$ cat config.mk
export PLATFORM = sky130hd
export DESIGN_NAME = rgb_hsv_converter_8bit
export DESIGN_NICKNAME = d
export VERILOG_FILES = /design/src/hdl/rhc_pkg.sv /design/src/hdl/rgb_hsv_converter_8bit.sv /design/src/hdl/rhc_front.sv /design/src/hdl/rhc_div_cell.sv /design/src/hdl/rhc_back.sv
export SDC_FILE = /design/constraint.sdc
export NUM_CORES = 2
export LEC_CHECK = 0
export ABC_AREA = 0
export BUFFER_PORTS_ARGS = -buffer_cell sky130_fd_sc_hd__buf_2
export CORE_MARGIN = 2
export CORE_UTILIZATION = 50
export DETAILED_ROUTE_END_ITERATION = 10
export GPL_TIMING_DRIVEN = 0
export HOLD_SLACK_MARGIN = 0.12
export PLACE_DENSITY = 0.69
export REMOVE_ABC_BUFFERS = 1
export SLEW_MARGIN = 20
export SYNTH_ARGS = -nofsm -noshare
export SYNTH_HDL_FRONTEND = slang
export SYNTH_SLANG_ARGS = --single-unit
$ cat constraint.sdc
create_clock -name clk -period 70.4 [get_ports clk]
set_input_delay 7.04 -clock clk [delete_from_list [all_inputs] [get_ports clk]]
set_output_delay 7.04 -clock clk [all_outputs]
set_load 0.01 [all_outputs]
$ cat src/hdl/rhc_pkg.sv
// Shared types and constants for the 8-bit RGB/HSV converter.
// No dependencies; imported by the top level, front, divider cell and back modules.
`default_nettype none
package rhc_pkg;

  localparam int DivSteps = 8;

  localparam logic [7:0] HueSector = 8'd43;
  localparam logic [7:0] BaseRed   = 8'd0;
  localparam logic [7:0] BaseGreen = 8'd85;
  localparam logic [7:0] BaseBlue  = 8'd171;

  localparam logic FuncToHsv = 1'b0;
  localparam logic FuncToRgb = 1'b1;

  typedef enum logic [2:0] {
    SECTOR_0 = 3'd0,
    SECTOR_1 = 3'd1,
    SECTOR_2 = 3'd2,
    SECTOR_3 = 3'd3,
    SECTOR_4 = 3'd4,
    SECTOR_5 = 3'd5
  } sector_t;

  typedef struct packed {
    logic       func;
    logic [7:0] chan0;
    logic [7:0] chan1;
    logic [7:0] chan2;
  } in_beat_t;

  typedef struct packed {
    logic [7:0] out0;
    logic [7:0] out1;
    logic [7:0] out2;
  } out_beat_t;

  // Divider lane: partial remainder, numerator bits / quotient bits, divisor.
  typedef struct packed {
    logic [7:0] rem;
    logic [7:0] nq;
    logic [7:0] div;
  } lane_t;

  // Side data carried alongside the dividers.
  typedef struct packed {
    logic       func;
    logic       grey;
    logic       neg;
    logic [7:0] base;
    sector_t    sector;
    logic [7:0] offs;
    logic [7:0] sat;
    logic [7:0] val;
  } side_t;

  typedef struct packed {
    logic  valid;
    side_t side;
    lane_t sat_lane;
    lane_t hue_lane;
  } cell_t;

endpackage
`default_nettype wire

$ cat src/hdl/rgb_hsv_converter_8bit.sv
// Top level of the 8-bit RGB/HSV converter: front stage, divider cell row, back stages.
// Depends on rhc_pkg, rhc_front, rhc_div_cell, rhc_back.
//
//   channel | direction | handshake           | payload
//   in      | input     | in_valid / in_stall   | rhc_pkg::in_beat_t
//   out     | output    | out_valid / out_stall | rhc_pkg::out_beat_t
//
// One beat per cycle unless a result waits under out_stall. Stages: front register, 8 divider
// cells (one quotient bit per cell), product stage, output register.
// Synchronous active-low reset clears all valid bits.
// The whole pipe holds while a result waits under out_stall; in_stall follows.
`default_nettype none
module rgb_hsv_converter_8bit (
  input  wire logic               clk,
  input  wire logic               rst_n,
  input  wire logic               in_valid,
  output logic                    in_stall,
  input  wire rhc_pkg::in_beat_t  in_data,
  output logic                    out_valid,
  input  wire logic               out_stall,
  output rhc_pkg::out_beat_t      out_data
);
  import rhc_pkg::*;

  logic  ena;
  cell_t chain [DivSteps+1];

  assign ena      = !(out_valid && out_stall);
  assign in_stall = !ena;

  rhc_front u_front (
    .clk     (clk),
    .rst_n   (rst_n),
    .ena     (ena),
    .in_valid(in_valid),
    .in_data (in_data),
    .cell_r  (chain[0])
  );

  for (genvar i = 0; i < DivSteps; i++) begin : g_cell
    rhc_div_cell u_cell (
      .clk    (clk),
      .rst_n  (rst_n),
      .ena    (ena),
      .cell_in(chain[i]),
      .cell_r (chain[i+1])
    );
  end

  rhc_back u_back (
    .clk      (clk),
    .rst_n    (rst_n),
    .ena      (ena),
    .cell_in  (chain[DivSteps]),
    .out_valid(out_valid),
    .out_data (out_data)
  );

endmodule
`default_nettype wire

$ cat src/hdl/rhc_front.sv
// Input stage: max/min, hue base and sign, sector split, divider setup.
// Depends on rhc_pkg.
`default_nettype none
module rhc_front (
  input  wire logic            clk,
  input  wire logic            rst_n,
  input  wire logic            ena,
  input  wire logic            in_valid,
  input  wire rhc_pkg::in_beat_t in_data,
  output rhc_pkg::cell_t       cell_r
);
  import rhc_pkg::*;

  cell_t       cell_nxt;
  logic [7:0]  r, g, b, mx, mn, delta, pa, pb, absd, h, hbase, hoff;
  logic [15:0] num_sat, num_hue;
  logic        neg;
  logic [7:0]  base;
  sector_t     sector;

  always_comb begin
    r = in_data.chan0;
    g = in_data.chan1;
    b = in_data.chan2;
    mx = r;
    if (g > mx) mx = g;
    if (b > mx) mx = b;
    mn = r;
    if (g < mn) mn = g;
    if (b < mn) mn = b;
    delta = mx - mn;
    if (mx == r) begin
      base = BaseRed;
      pa = g;
      pb = b;
    end else if (mx == g) begin
      base = BaseGreen;
      pa = b;
      pb = r;
    end else begin
      base = BaseBlue;
      pa = r;
      pb = g;
    end
    neg  = pa < pb;
    absd = neg ? (pb - pa) : (pa - pb);
    num_sat = {8'd0, delta} * 16'd255;
    num_hue = {8'd0, absd} * {8'd0, HueSector};

    h = in_data.chan0;
    if (h >= 8'(5 * HueSector)) begin
      sector = SECTOR_5;
      hbase  = 8'(5 * HueSector);
    end else if (h >= 8'(4 * HueSector)) begin
      sector = SECTOR_4;
      hbase  = 8'(4 * HueSector);
    end else if (h >= 8'(3 * HueSector)) begin
      sector = SECTOR_3;
      hbase  = 8'(3 * HueSector);
    end else if (h >= 8'(2 * HueSector)) begin
      sector = SECTOR_2;
      hbase  = 8'(2 * HueSector);
    end else if (h >= HueSector) begin
      sector = SECTOR_1;
      hbase  = HueSector;
    end else begin
      sector = SECTOR_0;
      hbase  = 8'd0;
    end
    hoff = h - hbase;

    cell_nxt.valid       = in_valid;
    cell_nxt.side.func   = in_data.func;
    cell_nxt.side.neg    = neg;
    cell_nxt.side.base   = base;
    cell_nxt.side.sector = sector;
    cell_nxt.side.offs   = (hoff << 2) + (hoff << 1);
    cell_nxt.side.sat    = in_data.chan1;
    if (in_data.func == FuncToRgb) begin
      cell_nxt.side.grey = in_data.chan1 == 8'd0;
      cell_nxt.side.val  = in_data.chan2;
    end else begin
      cell_nxt.side.grey = mx == mn;
      cell_nxt.side.val  = mx;
    end
    cell_nxt.sat_lane.rem = num_sat[15:8];
    cell_nxt.sat_lane.nq  = num_sat[7:0];
    cell_nxt.sat_lane.div = mx;
    cell_nxt.hue_lane.rem = num_hue[15:8];
    cell_nxt.hue_lane.nq  = num_hue[7:0];
    cell_nxt.hue_lane.div = delta;
  end

  always_ff @(posedge clk) begin
    if (!rst_n) begin
      cell_r.valid <= 1'b0;
    end else if (ena) begin
      cell_r.valid <= cell_nxt.valid;
    end
    if (ena) begin
      cell_r.side     <= cell_nxt.side;
      cell_r.sat_lane <= cell_nxt.sat_lane;
      cell_r.hue_lane <= cell_nxt.hue_lane;
    end
  end

endmodule
`default_nettype wire

$ cat src/hdl/rhc_div_cell.sv
// One restoring-division cell: one quotient bit for each lane per beat.
// Depends on rhc_pkg.
`default_nettype none
module rhc_div_cell (
  input  wire logic          clk,
  input  wire logic          rst_n,
  input  wire logic          ena,
  input  wire rhc_pkg::cell_t cell_in,
  output rhc_pkg::cell_t     cell_r
);
  import rhc_pkg::*;

  function automatic lane_t lane_step(lane_t l);
    lane_t      o;
    logic [8:0] r9, d9;
    logic       ge;
    r9 = {l.rem, l.nq[7]};
    d9 = {1'b0, l.div};
    ge = r9 >= d9;
    o.rem = ge ? 8'(r9 - d9) : r9[7:0];
    o.nq  = {l.nq[6:0], ge};
    o.div = l.div;
    return o;
  endfunction

  always_ff @(posedge clk) begin
    if (!rst_n) begin
      cell_r.valid <= 1'b0;
    end else if (ena) begin
      cell_r.valid <= cell_in.valid;
    end
    if (ena) begin
      cell_r.side     <= cell_in.side;
      cell_r.sat_lane <= lane_step(cell_in.sat_lane);
      cell_r.hue_lane <= lane_step(cell_in.hue_lane);
    end
  end

endmodule
`default_nettype wire

$ cat src/hdl/rhc_back.sv
// Output stages: hue/saturation assembly, p/q/t products, sector mux.
// Depends on rhc_pkg.
`default_nettype none
module rhc_back (
  input  wire logic             clk,
  input  wire logic             rst_n,
  input  wire logic             ena,
  input  wire rhc_pkg::cell_t   cell_in,
  output logic                  out_valid,
  output rhc_pkg::out_beat_t    out_data
);
  import rhc_pkg::*;

  typedef struct packed {
    logic       valid;
    logic       func;
    logic       grey;
    sector_t    sector;
    logic [7:0] val;
    logic [7:0] p;
    logic [7:0] m1;
    logic [7:0] m2;
    logic [7:0] hue;
    logic [7:0] sat;
  } mid_t;

  mid_t       mid_r, mid_nxt;
  logic       vld_r;
  out_beat_t  res_r, res_nxt;
  logic [7:0] qh, qs;
  logic [15:0] pr_m1, pr_m2, pr_p, pr_q, pr_t;
  logic [7:0]  q, t;

  always_comb begin
    qh = cell_in.hue_lane.nq;
    qs = cell_in.sat_lane.nq;
    pr_m1 = {8'd0, cell_in.side.sat} * {8'd0, cell_in.side.offs};
    pr_m2 = {8'd0, cell_in.side.sat} * {8'd0, 8'd255 - cell_in.side.offs};
    pr_p  = {8'd0, cell_in.side.val} * {8'd0, 8'd255 - cell_in.side.sat};
    mid_nxt.valid  = cell_in.valid;
    mid_nxt.func   = cell_in.side.func;
    mid_nxt.grey   = cell_in.side.grey;
    mid_nxt.sector = cell_in.side.sector;
    mid_nxt.val    = cell_in.side.val;
    mid_nxt.p      = pr_p[15:8];
    mid_nxt.m1     = pr_m1[15:8];
    mid_nxt.m2     = pr_m2[15:8];
    if (cell_in.side.grey) begin
      mid_nxt.hue = 8'd0;
      mid_nxt.sat = 8'd0;
    end else begin
      mid_nxt.hue = cell_in.side.neg ? (cell_in.side.base - qh) : (cell_in.side.base + qh);
      mid_nxt.sat = qs;
    end
  end

  always_comb begin
    pr_q = {8'd0, mid_r.val} * {8'd0, 8'd255 - mid_r.m1};
    pr_t = {8'd0, mid_r.val} * {8'd0, 8'd255 - mid_r.m2};
    q = pr_q[15:8];
    t = pr_t[15:8];
    if (mid_r.func == FuncToHsv) begin
      res_nxt = '{out0: mid_r.hue, out1: mid_r.sat, out2: mid_r.val};
    end else if (mid_r.grey) begin
      res_nxt = '{out0: mid_r.val, out1: mid_r.val, out2: mid_r.val};
    end else begin
      case (mid_r.sector)
        SECTOR_0: res_nxt = '{out0: mid_r.val, out1: t,         out2: mid_r.p};
        SECTOR_1: res_nxt = '{out0: q,         out1: mid_r.val, out2: mid_r.p};
        SECTOR_2: res_nxt = '{out0: mid_r.p,   out1: mid_r.val, out2: t};
        SECTOR_3: res_nxt = '{out0: mid_r.p,   out1: q,         out2: mid_r.val};
        SECTOR_4: res_nxt = '{out0: t,         out1: mid_r.p,   out2: mid_r.val};
        default:  res_nxt = '{out0: mid_r.val, out1: mid_r.p,   out2: q};
      endcase
    end
  end

  always_ff @(posedge clk) begin
    if (!rst_n) begin
      mid_r.valid <= 1'b0;
      vld_r       <= 1'b0;
    end else if (ena) begin
      mid_r.valid <= mid_nxt.valid;
      vld_r       <= mid_r.valid;
    end
    if (ena) begin
      mid_r.func   <= mid_nxt.func;
      mid_r.grey   <= mid_nxt.grey;
      mid_r.sector <= mid_nxt.sector;
      mid_r.val    <= mid_nxt.val;
      mid_r.p      <= mid_nxt.p;
      mid_r.m1     <= mid_nxt.m1;
      mid_r.m2     <= mid_nxt.m2;
      mid_r.hue    <= mid_nxt.hue;
      mid_r.sat    <= mid_nxt.sat;
      res_r        <= res_nxt;
    end
  end

  assign out_valid = vld_r;
  assign out_data  = res_r;

endmodule
`default_nettype wire

Word-level counts from Yosys, hierarchy flattened
Cells that the tools add are included.

storage, ports and cells
  flip-flop bits (word level) = 828
  input bits = 29
  word-level logic and storage cells = 255

operators by class
  $add $sub $neg = 25
  $mul = 7
  $lt $le $gt $ge = 26
  eq/ne operators = 7
  multiplexer cells = 39
  reduce and logical (&&, ||, !) cells = 4

operators with widths
  kind                  count
  $mux 8                25
  $sub 8x8->8           17
  $ge 9x8->1            15
  $pmux 24 s5           1
  $mul 8x8->16          5
  $mux 24               2
  $mux 7                5
  $sub 8x8->8 const A   4
  $eq 8x8->1            3
  $ge 8x8->1 const B    3
  $lt 8x8->1            3
  $add 8x8->8           2
  $gt 8x8->1            2
  $mul 8x8->16 const B  1
  $mul 8x6->14 const B  1
  $ge 7x8->1            1
  $ge 8x6->1 const B    1
  $ge 8x7->1 const B    1
  $logic_not 8->1       1
  $sub 7x8->8           1
  $sub 7x7->7           1
  $eq 3x2->1 const B    2
  $mux 3                2
  $mux 6                1
  6 further kinds       8

Logic depth before layout (Yosys ltp)
  depth in word-level cells = 10
  depth in mapped cells = 47
  gate-level depth less buffers = 42

Hierarchy
From an unflattened synthesis, not the netlist that was laid out.

second synthesis, totals
  cell total of the unflattened synthesis = 4085
  area, all modules = 51075.2 um^2

modules (own cells, without submodules)
  module                               times used  cells each  area an instance (um^2)
  rhc_div_cell (g_cell[4].u_cell ...)  4           222         3570.9
  rhc_back                             1           1484        13840.8
  rhc_div_cell (g_cell[0].u_cell ...)  3           215         3578.4
  rhc_front                            1           844         8595.7
  rhc_div_cell (g_cell[3].u_cell)      1           222         3609.7
  rgb_hsv_converter_8bit               1           2           10.0

Worst setup path after synthesis
OpenSTA, ideal clock, no wires.

  kind = input-to-reg
  start = input port out_stall
  end = register g_cell[0].u_cell.cell_r[0] (netlist name) (enable)
  library setup time = 1.418 ns
  arrival time = 27.648 ns
  required time = 68.982 ns
  slack = 41.334 ns
  stages = 2
  buffers on the path = 1
  cell sequence = nand2_1 > clkbuf_1

on the way
  longest elaborated chain between the ends = 1

ends and longest elaborated chain
  item               RTL line                      text
  start, declared    rgb_hsv_converter_8bit.sv:20  input wire logic out_stall,
  $logic_and 1x1->1  rgb_hsv_converter_8bit.sv:28  assign ena = !(out_valid && out_stall);
  end, declared      rhc_div_cell.sv:9             output rhc_pkg::cell_t cell_r

Every way passes these cells.
A chain may end at the register's enable or synchronous reset.

==> flow_summary.json <==
{
  "synth_fa_ha_area_frac": 0.214,
  "tns_ns": 0,
  "drv_cap": 0,
  "ys_warn_count": 0,
  "crit_type": "in -> reg",
  "final_hold_viol_count": 0,
  "status": "finished, final reports clean",
  "ys_ff_latch": 766,
  "rsz0062_at_grt": "false",
  "path_clk_slew_ns": 0.06,
  "die_h_um": 308,
  "core_um2": 91700,
  "period_share": 0.254,
  "highest_layer": "met4",
  "final_core_utilization": 0.553,
  "synth_compound_area_frac": 0.0776,
  "synthToLayoutAreaGrowth_pct": 9.49,
  "grt_pass1_wl_um": 139000,
  "yosysTopAreaCell": "edfxtp_1",
  "slowest_delay_ns": 0.74,
  "placed_cells": 4945,
  "rows": 111,
  "io_buffers": 54,
  "yosys-mux-area-fraction": 0.0303,
  "die_x_um": 308,
  "first_pass_iters": 5,
  "drc": 0,
  "ios": 55,
  "avgSynthCellArea_um2": 12.2,
  "postCtsResizedCells": 0,
  "hp-class": "reg -> reg",
  "met1Wirelength_um": 35400,
  "synthTopCellsByCount": "edfxtp_1 (755), inv_1 (538), ha_1 (428)",
  "nNetsFinal": 4525,
  "worst_pin_slew_ns": 1.11,
  "place_congestion": 0.908,
  "fmax_ghz": 0.0559,
  "syn_area_um2": 46300,
  "worstPathArrival_ns": 18.25,
  "wl_per_cell_um": 16.3,
  "synth.distinct_cells": 86,
  "setup_viol": 0,
  "cts_root_buf": "clkbuf_16",
  "slowest_stage": "a221oi_4",
  "ys_async_sr_fraction": 0,
  "viasPerCell": 5.35,
  "cp-start-kind": "primary input",
  "diodes": 0,
  "ys_seq_area_frac": 0.495,
  "cp.required_ns": 70.76,
  "crit_path_end_kind": "register",
  "postRouteAntennaNets": 0,
  "hpwl_um": 59100,
  "cts_sinks": 766,
  "cts_buffer_depth": 3,
  "drive_gt1_frac": 0.0810,
  "syn_inst": 3784,
  "synth-main-ff-cell": "edfxtp_1",
  "cpMostUsedCell": "ha_1",
  "post_cts_buffers": 0,
  "skew_ns": 0.0249,
  "fin_cells": 5088,
  "hold_buffers": 0,
  "cts_made_buffers": 78,
  "crit_buf_inv": 6,
  "drtIter0Drc": 1742,
  "fillers": 7472,
  "dieArea_um2": 95000,
  "synth_edf_count": 755,
  "min_period_ns": 17.89,
  "antenna_found_initial": 0,
  "ys_top_cells_by_area": "edfxtp_1 (49%), ha_1 (12%), fa_1 (9.9%), inv_1 (4.4%), nor2b_1 (2.1%)",
  "synthXorXnorAreaFrac": 0.0278,
  "path_delay_family": "compound AO/OA/AOI/OAI gates",
  "synth_top_family_by_area": "adder cells",
  "htree_levels": 3,
  "synth_most_common_cell": "edfxtp_1",
  "grt_pass1_vias": 27700,
  "grt_usage": 0.181,
  "relSlewSlack": 0.257,
  "routed_wl_um": 82900,
  "via_count": 27200,
  "clock_latency_ns": 0.62,
  "grt-ovfl-total": 0,
  "finalMaxSlewViolations": 0,
  "route.met3.wl_um": 3570,
  "cts_tree": "built",
  "wl_met2_um": 41300,
  "synthSimpleGateAreaFrac": 0.103,
  "grt_max_degree": 63,
  "crit_fanout": 32,
  "synth_top_area_frac": 0.490,
  "start_util": 0.505
}
## kinds of logic (layout without fill, tap and decap cells)
kind of cell,count (synthesis),in the layout
AOI/OAI and AO/OA,529,529
xor gates and xnor gates,147,147
adders and majority gates,656,656
buffers and inverters,637,755
DFF,766,766
muxes,129,129
and+or+nand+nor,920,920
## per-stage QoR
stage               hold slack, ns  cell area, um^2  setup slack (ns)
floorplan                    0.400            45900             36.27
global placement             0.400            47700             28.35
detailed placement           0.405            48100             52.03
finish                       0.400            50700             52.51
global route                 0.410            50700             51.67
CTS                          0.404            50700             52.67
## cells in the final DEF, fill, tap and decap left out, drive strengths merged, types with 87 or more instances in the layout
master  Yosys  final
a21oi     111    111
clkbuf     81     97
edfxtp    755    755
fa        228    228
ha        428    428
inv       541    545
mux2       87     87
nand2     163    163
nand2b    140    140
nor2      217    217
nor2b     158    158
o21ai     133    133
xnor2     101    101
## per-layer routing
layer,up-vias,GRT usage
li1,13300,-
met1,13200,0.230
met2,555,0.318
met3,144,0.0250
met4,0,0.0625
met5,-,0
## registers in the layout, summed over array words and instances (netlist names)
name / flops
g_cell.u_cell.cell_r: 609
u_front.cell_r: 78
u_back.mid_r: 54
u_back.out_data: 24
u_back.out_valid: 1
## layout make-up
class | count | area (um^2) | share of cell area
Tap cell | 1186 | 1480 | 0.0293
Sequential cell | 766 | 22900 | 0.452
Timing Repair Buffer | 69 | 648 | 0.0128
Inverter | 544 | 2040 | 0.0403
Clock buffer | 97 | 2110 | 0.0416
Clock inverter | 45 | 489 | 0.00965
Multi-Input combinational cell | 2381 | 21000 | 0.415
## path summary, 6_finish.rpt
path,cells after the start,slack (ns),end,startpoint
setup / recovery,41,52.51,u_front.cell_r[21]$_DFFE_PN_,in_data[21]
hold / removal,0,0.40,g_cell[2].u_cell.cell_r[9]$_DFFE_PN_,g_cell[1].u_cell.cell_r[8]$_DFFE_PN_
setup reg to reg,15,64.39,u_back.out_data[23]$_DFFE_PN_,u_back.mid_r[41]$_DFFE_PN_
hold reg to reg,0,0.40,g_cell[2].u_cell.cell_r[9]$_DFFE_PN_,g_cell[1].u_cell.cell_r[8]$_DFFE_PN_
Power is left out: the tool's default activity adds up to more than one toggle a clock period on the data nets, which glitch-free logic cannot reach.
